**src/hdl/wsd_pkg.sv**
```systemverilog
// Shared types and constants of the WebSocket frame deframer.
// Used by wsd_parser, wsd_out_skid and websocket_frame_deframer.
package wsd_pkg;

   typedef enum logic [2:0] {
      PH_HDR0 = 3'd0,
      PH_HDR1 = 3'd1,
      PH_EXT  = 3'd2,
      PH_MASK = 3'd3,
      PH_DATA = 3'd4
   } phase_type;

   typedef enum logic [1:0] {
      KIND_HEADER  = 2'd0,
      KIND_PAYLOAD = 2'd1,
      KIND_ERROR   = 2'd2
   } kind_type;

   typedef enum logic [1:0] {
      ERR_RESERVED = 2'd0,
      ERR_OPCODE   = 2'd1,
      ERR_TOO_LONG = 2'd2
   } err_type;

   localparam logic [3:0] OP_CONT   = 4'h0;
   localparam logic [3:0] OP_TEXT   = 4'h1;
   localparam logic [3:0] OP_BINARY = 4'h2;
   localparam logic [3:0] OP_CLOSE  = 4'h8;
   localparam logic [3:0] OP_PING   = 4'h9;
   localparam logic [3:0] OP_PONG   = 4'hA;

   localparam logic [6:0] LEN7_EXT16 = 7'd126;
   localparam logic [6:0] LEN7_EXT64 = 7'd127;

   localparam logic [2:0] EXT16_COUNT = 3'd1;
   localparam logic [2:0] EXT64_COUNT = 3'd7;

   localparam logic [31:0] MAX_PAYLOAD_RESET = 32'd16777216;

   typedef struct packed {
      kind_type    kind;
      logic        fin;
      logic [3:0]  opcode;
      logic        masked;
      logic [31:0] payload_length;
      logic [7:0]  data;
      logic        last;
      err_type     error_code;
   } rsp_type;

endpackage

```
**src/hdl/wsd_parser.sv**
```systemverilog
// Header state machine and payload unmasking of the WebSocket frame deframer.
// Depends on wsd_pkg.
module wsd_parser (
   input  logic             clock,
   input  logic             reset,
   input  logic             in_valid,
   input  logic [7:0]       in_byte,
   input  logic [31:0]      max_payload,
   output logic             res_valid,
   output wsd_pkg::rsp_type res
);
   import wsd_pkg::*;

   phase_type   phase_ff, phase_in;
   logic [2:0]  ext_count_ff, ext_count_in;
   logic [31:0] len_lo_ff, len_lo_in;
   logic        len_hi_ff, len_hi_in;
   logic [31:0] mask_key_ff, mask_key_in;
   logic [31:0] remaining_ff, remaining_in;
   logic [1:0]  mask_pos_ff, mask_pos_in;
   logic        hdr_fin_ff, hdr_fin_in;
   logic [3:0]  hdr_opcode_ff, hdr_opcode_in;
   logic        hdr_masked_ff, hdr_masked_in;

   logic        lk_fire;
   logic        lk_hi;
   logic [31:0] lk_lo;
   logic        opcode_ok;
   logic [7:0]  key_byte;
   logic [31:0] remaining_dec;

   always_comb begin
      case (in_byte[3:0]) inside
         OP_CONT, OP_TEXT, OP_BINARY, OP_CLOSE, OP_PING, OP_PONG: opcode_ok = 1'b1;
         default: opcode_ok = 1'b0;
      endcase
   end

   assign key_byte      = mask_key_ff[{~mask_pos_ff, 3'b000} +: 8];
   assign remaining_dec = remaining_ff - 32'd1;

   always_comb begin
      phase_in      = phase_ff;
      ext_count_in  = ext_count_ff;
      len_lo_in     = len_lo_ff;
      len_hi_in     = len_hi_ff;
      mask_key_in   = mask_key_ff;
      remaining_in  = remaining_ff;
      mask_pos_in   = mask_pos_ff;
      hdr_fin_in    = hdr_fin_ff;
      hdr_opcode_in = hdr_opcode_ff;
      hdr_masked_in = hdr_masked_ff;
      lk_fire       = 1'b0;
      lk_hi         = 1'b0;
      lk_lo         = 32'd0;
      res_valid     = 1'b0;
      res           = '0;

      unique case (phase_ff)
         PH_HDR1: begin
            hdr_masked_in = in_byte[7];
            len_lo_in     = 32'd0;
            len_hi_in     = 1'b0;
            if (in_byte[6:0] == LEN7_EXT16) begin
               ext_count_in = EXT16_COUNT;
               phase_in     = PH_EXT;
            end else if (in_byte[6:0] == LEN7_EXT64) begin
               ext_count_in = EXT64_COUNT;
               phase_in     = PH_EXT;
            end else begin
               lk_fire = 1'b1;
               lk_lo   = {25'd0, in_byte[6:0]};
            end
         end
         PH_EXT: begin
            len_lo_in = {len_lo_ff[23:0], in_byte};
            len_hi_in = len_hi_ff | (len_lo_ff[31:24] != 8'd0);
            if (ext_count_ff == 3'd0) begin
               lk_fire = 1'b1;
               lk_hi   = len_hi_in;
               lk_lo   = len_lo_in;
            end else begin
               ext_count_in = ext_count_ff - 3'd1;
            end
         end
         PH_MASK: begin
            mask_key_in = {mask_key_ff[23:0], in_byte};
            if (mask_pos_ff == 2'd3) begin
               mask_pos_in        = 2'd0;
               phase_in           = (remaining_ff == 32'd0) ? PH_HDR0 : PH_DATA;
               res_valid          = 1'b1;
               res.kind           = KIND_HEADER;
               res.fin            = hdr_fin_ff;
               res.opcode         = hdr_opcode_ff;
               res.masked         = hdr_masked_ff;
               res.payload_length = remaining_ff;
               res.last           = (remaining_ff == 32'd0);
            end else begin
               mask_pos_in = mask_pos_ff + 2'd1;
            end
         end
         PH_DATA: begin
            remaining_in = remaining_dec;
            mask_pos_in  = mask_pos_ff + 2'd1;
            if (remaining_dec == 32'd0) begin
               phase_in = PH_HDR0;
            end
            res_valid  = 1'b1;
            res.kind   = KIND_PAYLOAD;
            res.fin    = hdr_fin_ff;
            res.opcode = hdr_opcode_ff;
            res.masked = hdr_masked_ff;
            res.data   = in_byte ^ key_byte;
            res.last   = (remaining_dec == 32'd0);
         end
         default: begin
            phase_in = PH_HDR0;
            if (in_byte[6:4] != 3'd0) begin
               res_valid      = 1'b1;
               res.kind       = KIND_ERROR;
               res.error_code = ERR_RESERVED;
            end else if (!opcode_ok) begin
               res_valid      = 1'b1;
               res.kind       = KIND_ERROR;
               res.error_code = ERR_OPCODE;
            end else begin
               hdr_fin_in    = in_byte[7];
               hdr_opcode_in = in_byte[3:0];
               phase_in      = PH_HDR1;
            end
         end
      endcase

      if (lk_fire) begin
         if (lk_hi || (lk_lo > max_payload)) begin
            phase_in       = PH_HDR0;
            res_valid      = 1'b1;
            res            = '0;
            res.kind       = KIND_ERROR;
            res.error_code = ERR_TOO_LONG;
         end else begin
            remaining_in = lk_lo;
            mask_key_in  = 32'd0;
            mask_pos_in  = 2'd0;
            if (hdr_masked_in) begin
               phase_in = PH_MASK;
            end else begin
               phase_in           = (lk_lo == 32'd0) ? PH_HDR0 : PH_DATA;
               res_valid          = 1'b1;
               res.kind           = KIND_HEADER;
               res.fin            = hdr_fin_ff;
               res.opcode         = hdr_opcode_ff;
               res.masked         = hdr_masked_in;
               res.payload_length = lk_lo;
               res.last           = (lk_lo == 32'd0);
            end
         end
      end

      if (!in_valid) begin
         res_valid = 1'b0;
      end
   end

   always_ff @(posedge clock) begin
      if (reset) begin
         phase_ff <= PH_HDR0;
      end else if (in_valid) begin
         phase_ff <= phase_in;
      end
   end

   always_ff @(posedge clock) begin
      if (in_valid) begin
         ext_count_ff  <= ext_count_in;
         len_lo_ff     <= len_lo_in;
         len_hi_ff     <= len_hi_in;
         mask_key_ff   <= mask_key_in;
         remaining_ff  <= remaining_in;
         mask_pos_ff   <= mask_pos_in;
         hdr_fin_ff    <= hdr_fin_in;
         hdr_opcode_ff <= hdr_opcode_in;
         hdr_masked_ff <= hdr_masked_in;
      end
   end

   a_data_gives_result: assert property (@(posedge clock) disable iff (reset)
      in_valid && (phase_ff == PH_DATA) |-> res_valid && (res.kind == KIND_PAYLOAD))
      else $error("payload transaction produced no payload result");

   a_empty_header_last: assert property (@(posedge clock) disable iff (reset)
      res_valid && (res.kind == KIND_HEADER) |-> res.last == (res.payload_length == 32'd0))
      else $error("header last flag disagrees with payload length");

   a_hdr0_advances: assert property (@(posedge clock) disable iff (reset)
      in_valid && (phase_ff == PH_HDR0) && !res_valid |=> phase_ff == PH_HDR1)
      else $error("valid first header byte did not advance to second byte");

   a_length_in_limit: assert property (@(posedge clock) disable iff (reset)
      res_valid && (res.kind == KIND_HEADER) |-> res.payload_length <= max_payload)
      else $error("header reported a length above the limit");

endmodule

```
**src/hdl/wsd_out_skid.sv**
```systemverilog
// Output register with skid stage for the deframer result channel.
// Depends on wsd_pkg.
module wsd_out_skid (
   input  logic             clock,
   input  logic             reset,
   input  logic             in_valid,
   input  wsd_pkg::rsp_type in_res,
   output logic             in_ready,
   output logic             out_valid,
   output wsd_pkg::rsp_type out_res,
   input  logic             out_ready
);
   import wsd_pkg::*;

   logic    main_valid_ff;
   logic    skid_valid_ff;
   rsp_type main_ff;
   rsp_type skid_ff;
   logic    main_free;

   assign main_free = !main_valid_ff || out_ready;
   assign in_ready  = !skid_valid_ff;
   assign out_valid = main_valid_ff;
   assign out_res   = main_ff;

   always_ff @(posedge clock) begin
      if (reset) begin
         main_valid_ff <= 1'b0;
         skid_valid_ff <= 1'b0;
      end else if (main_free) begin
         if (skid_valid_ff) begin
            main_valid_ff <= 1'b1;
            skid_valid_ff <= in_valid;
         end else begin
            main_valid_ff <= in_valid;
         end
      end else if (in_valid) begin
         skid_valid_ff <= 1'b1;
      end
   end

   always_ff @(posedge clock) begin
      if (main_free) begin
         if (skid_valid_ff) begin
            main_ff <= skid_ff;
            if (in_valid) begin
               skid_ff <= in_res;
            end
         end else if (in_valid) begin
            main_ff <= in_res;
         end
      end else if (in_valid) begin
         skid_ff <= in_res;
      end
   end

   a_skid_implies_main: assert property (@(posedge clock) disable iff (reset)
      skid_valid_ff |-> main_valid_ff)
      else $error("skid stage holds a result ahead of the output register");

   a_no_overflow: assert property (@(posedge clock) disable iff (reset)
      in_valid |-> !skid_valid_ff)
      else $error("result written while both stages are full");

   a_held_output: assert property (@(posedge clock) disable iff (reset)
      main_valid_ff && !out_ready |=> main_valid_ff && $stable(main_ff))
      else $error("stalled result changed");

endmodule

```
**src/hdl/websocket_frame_deframer.sv**
```systemverilog
// WebSocket receive deframer: one received byte per transaction in, one header,
// payload or error result out. Uses wsd_pkg, wsd_parser and wsd_out_skid.
//
// Each byte is taken, and any result it completes is registered at the same
// edge; bytes may enter back to back at one per clock while req_tready is high.
// The output side has an output register and a skid stage, so req_tready depends
// only on registered state and drops only when two results wait. Header bytes,
// extended length and mask key produce no result until the header is complete;
// errors return the parser to expecting a new first header byte. The user must
// write max_payload via csr_we/csr_wdata only while idle; this is not enforced.
module websocket_frame_deframer (
   input  logic        clock,
   input  logic        reset,
   input  logic        req_tvalid,
   output logic        req_tready,
   input  logic [7:0]  req_tdata,  // [7:0] rx_byte
   output logic        rsp_tvalid,
   input  logic        rsp_tready,
   output logic [47:0] rsp_tdata,  // [0] fin, [4:1] opcode, [5] masked,
                                   // [37:6] payload_length, [45:38] data,
                                   // [47:46] error_code
   output logic [1:0]  rsp_tuser,  // [1:0] kind
   output logic        rsp_tlast,
   input  logic        csr_we,
   input  logic [31:0] csr_wdata
);
   import wsd_pkg::*;

   logic [31:0] max_payload_ff;
   logic        req_accept;
   logic        res_valid;
   rsp_type     res;
   rsp_type     out_res;

   always_ff @(posedge clock) begin
      if (reset) begin
         max_payload_ff <= MAX_PAYLOAD_RESET;
      end else if (csr_we) begin
         max_payload_ff <= csr_wdata;
      end
   end

   assign req_accept = req_tvalid && req_tready;

   wsd_parser u_parser (
      .clock       (clock),
      .reset       (reset),
      .in_valid    (req_accept),
      .in_byte     (req_tdata),
      .max_payload (max_payload_ff),
      .res_valid   (res_valid),
      .res         (res)
   );

   wsd_out_skid u_out (
      .clock     (clock),
      .reset     (reset),
      .in_valid  (res_valid),
      .in_res    (res),
      .in_ready  (req_tready),
      .out_valid (rsp_tvalid),
      .out_res   (out_res),
      .out_ready (rsp_tready)
   );

   assign rsp_tdata = {out_res.error_code, out_res.data, out_res.payload_length,
                       out_res.masked, out_res.opcode, out_res.fin};
   assign rsp_tuser = out_res.kind;
   assign rsp_tlast = out_res.last;

endmodule
```
**config.mk**
```make
export PLATFORM = sky130hd
export DESIGN_NAME = websocket_frame_deframer
export DESIGN_NICKNAME = d
export VERILOG_FILES = /design/src/hdl/wsd_pkg.sv /design/src/hdl/wsd_parser.sv /design/src/hdl/wsd_out_skid.sv /design/src/hdl/websocket_frame_deframer.sv
export SDC_FILE = /design/constraint.sdc
export NUM_CORES = 1
export LEC_CHECK = 0
export ABC_CLOCK_PERIOD_IN_PS = 13800
export BUFFER_PORTS_ARGS = -buffer_cell sky130_fd_sc_hd__buf_2
export CAP_MARGIN = 30
export CORE_ASPECT_RATIO = 2
export CORE_UTILIZATION = 60
export CTS_CLUSTER_SIZE = 24
export DETAILED_ROUTE_END_ITERATION = 10
export HOLD_SLACK_MARGIN = 0.06
export MAX_ROUTING_LAYER = met4
export PLACE_DENSITY = 0.8
export SETUP_SLACK_MARGIN = 0.1
export SYNTH_ARGS = -nofsm -noshare
export SYNTH_HDL_FRONTEND = slang
export SYNTH_SLANG_ARGS = --single-unit
```
**constraint.sdc**
```tcl
create_clock -name clock -period 13.8 [get_ports clock]
set_clock_uncertainty 0.1 [all_clocks]
set_input_delay 2.76 -clock clock [delete_from_list [all_inputs] [get_ports clock]]
set_output_delay 2.76 -clock clock [all_outputs]
set_load 0.01 [all_outputs]
```
==> run summary <==
Cts repair resizes: 0
Post-synth top area share: 49.2%
Hold depth: 2
Pin count of the biggest net entering global routing: 55
P_int: 1.23 mW
Clock Latency Late Sink: 0.51 ns
Initial antenna violation count: 0
Final Cell Area: 14,100 um^2
Commonest non-fill, non-tap cells in the layout: edfxtp_1 (210), nand2_1 (169), buf_2 (97)
Synthesis Warnings: 0
Synth area leader: edfxtp_1
Final Hold Vio Count: 0
Setup ws final: 7.17 ns
CP endpoint kind: flip-flop
Clk pwr share: 35.7%
Mapped Cells: 1,177
Comb power frac: 9.2%
IO Port Bufs: 97
DR DRC count: 0
Most common cell after layout, fill and taps aside: edfxtp_1
Final max-slew violation count: 0
Ys flop type: edfxtp_1
Rel. slew slack: 32.7%
Required @ worst endpoint: 13.91 ns
1st-iter DRT viols: 778
Num Clock Sinks: 247
Io pins: 98
First-pass GRT wire length: 49.5 mm
CTS max path bufs: 3
Antenna Nets Post-Route: 0
Clock transition at path regs: 0.07 ns
GRT overflow: 0
Pre-CTS setup slack: 6.70 ns
WP data arrival: 6.74 ns
Nets: 1,316
RSZ-0062 raised after global routing: false
Crit start category: input port
Worst-Margin Slew: 1.01 ns
Maximum clock rate: 151 MHz
Setup-failing EPs final: 0
Yosys reg bits: 247
Vias/cell: 6.28
Peak VDD IR: 111 uV
Area post-placement: 13,500 um^2
Switching Fraction: 23.7%
Non-filler instance count after layout: 1,515
H-tree levels: 1
Psw: 0.381 mW
Hold buffers post-CTS: 0
Routed WL per cell: 20.7 um
Detailed Place HPWL: 22.4 mm
Clock Tree Root: clkbuf_16
Die area: 22,000 um^2
Synth unique cells: 66
Hold WC Path Type: flip-flop to flip-flop
Critical path class: input port to flip-flop
Seq pwr share: 55.0%
Die Ht: 209 um
Layout cells sized above 1: 16.4%
Pwr/cell area: 114 nW/um^2
Via count: 9,513
Fin crit period: 6.63 ns
Dpl cells: 1,478
Register-to-Register Path Depth: 14
Register area share after synthesis: 55.0%
Static Leak: 5.48 nW
Synthesized area: 12,800 um^2
Area grow syn2layout: 10.3%
Post-CTS repair timing setup buffer count: 0
Initial Utilization: 61.2%
Post-Syn Area per Cell: 10.9 um^2
Post-synth EDFFs: 210
ANT cells: 0
Post-route setup TNS: 0 ns
Final wirelength: 31.3 mm
Max-cap violations: 0
Vias in the first global route: 9,303
Async S/R FF share, synth: 0%
TritonCTS clock tree: done
Syn_nets: 1,260
Ranking of synthesized cells by area: edfxtp_1 (49%), dfxtp_1 (5.8%), nand2_1 (5.0%), ha_1 (3.7%), mux2_2 (2.7%)
Final period util: 48.0%
RD Place Congestion: 1.06
Num CTS Buffers: 21
1st-pass router iterations: 6
Num rows: 75
Worst-path fanout max: 37
Final Util: 67.5%
CORE AREA: 20,900 um^2
GRT Util Overall: 29.9%
Die W: 105 um
Status: completed
-- state kept, by name (all words and copies together) (netlist names) --
name	count
u_parser.mask_key_ff	32
u_parser.len_hi_ff	1
max_payload_ff	32
u_out.skid_ff	51
u_parser.hdr_masked_ff	1
u_parser.remaining_ff	32
u_out.out_res	51
u_parser.mask_pos_ff	2
u_parser.hdr_opcode_ff	4
u_parser.ext_count_ff	3
u_parser.len_lo_ff	32
u_parser.hdr_fin_ff	1
u_out.out_valid	1
u_parser.phase_ff	3
u_out.skid_valid_ff	1
-- synthesized netlist by cell type (3+ instances only) --
cell	n
edfxtp_1	210
nand2_1	169
nor2_1	81
clkbuf_1	68
inv_1	68
a21oi_1	65
o21ai_0	45
and2_1	41
ha_1	38
dfxtp_1	37
xnor2_1	35
mux2i_1	34
mux2_2	31
nor4_1	31
nor3_1	29
a32o_1	28
nand3_1	13
nand4_1	13
xor2_1	11
o31ai_1	10
or3_1	9
and4_1	8
mux4_2	8
nor2b_1	8
buf_2	6
nor4b_1	5
or4_1	5
mux2_1	4
o31a_1	4
o32ai_2	4
a21o_1	3
a31oi_1	3
buf_4	3
nor4_2	3
o211ai_1	3
-- final cells by class --
type                       count  area, um^2
clock buffer                  24         537
clock inverter                12         110
fill                        1631        6790
inverter                      70         263
multi-input combinational    780        5220
sequential                   247        7050
tap                          269         337
timing repair buffer         113         623
-- power by group through the flow --
stage | clock network, mW | registers, mW | logic (mW)
after floorplan | 0 | 0.889 | 0.103
after global placement | 0 | 0.899 | 0.143
after detailed placement | 0 | 0.900 | 0.147
after CTS | 0.584 | 0.884 | 0.148
after global routing | 0.609 | 0.889 | 0.162
final | 0.575 | 0.885 | 0.148
-- final timing paths --
check | start | end | slack [ns]
setup / recovery | req_tdata[2] | u_out.skid_ff[41]$_DFFE_PP_ | 7.17
hold / removal | max_payload_ff[29]$_SDFFE_PP0P_ | max_payload_ff[29]$_SDFFE_PP0P_ | 0.39
setup reg to reg | u_parser.phase_ff[1]$_SDFFE_PP0P_ | u_out.skid_ff[41]$_DFFE_PP_ | 8.50
hold reg to reg | max_payload_ff[29]$_SDFFE_PP0P_ | max_payload_ff[29]$_SDFFE_PP0P_ | 0.39
-- worst max-delay path: stages --
cell	delay (ns)
buf_2	0.24
and4_1	0.22
nand3_1	0.14
a21o_1	0.30
and2_1	0.22
ha_1	0.18
a21o_1	0.17
a21o_1	0.17
o31a_1	0.29
o311a_4	0.41
nor3_1	0.71
a21oi_1	0.19
o21a_2	0.36
buf_4	0.33
-- stage by stage --
step / hold WS (ns) / power (mW)
finish: 0.394 / 1.61
global route: 0.417 / 1.66
CTS: 0.398 / 1.62
detailed placement: 0.382 / 1.05
global placement: 0.375 / 1.04
floorplan: 0.360 / 0.992
-- logic make-up after synthesis --
logic type	synth area share, %
and+or+nand+nor	16.6
buffers and inverters	4.60
xor gates and xnor gates	3.14
muxes	7.14
adders and majority gates	3.71
AOI/OAI and AO/OA	9.81
DFF	55.0
-- metal layers --
metal,share of wire [%],GRT usage [%],wire [um],vias up
li1,-,-,-,4375
met1,36,34.4,11300,4558
met2,52,51.0,16200,448
met3,6.6,3.12,2060,132
met4,5.9,16.4,1850,0
met5,0,-,0,-
(Power assumes the default switching activity.)
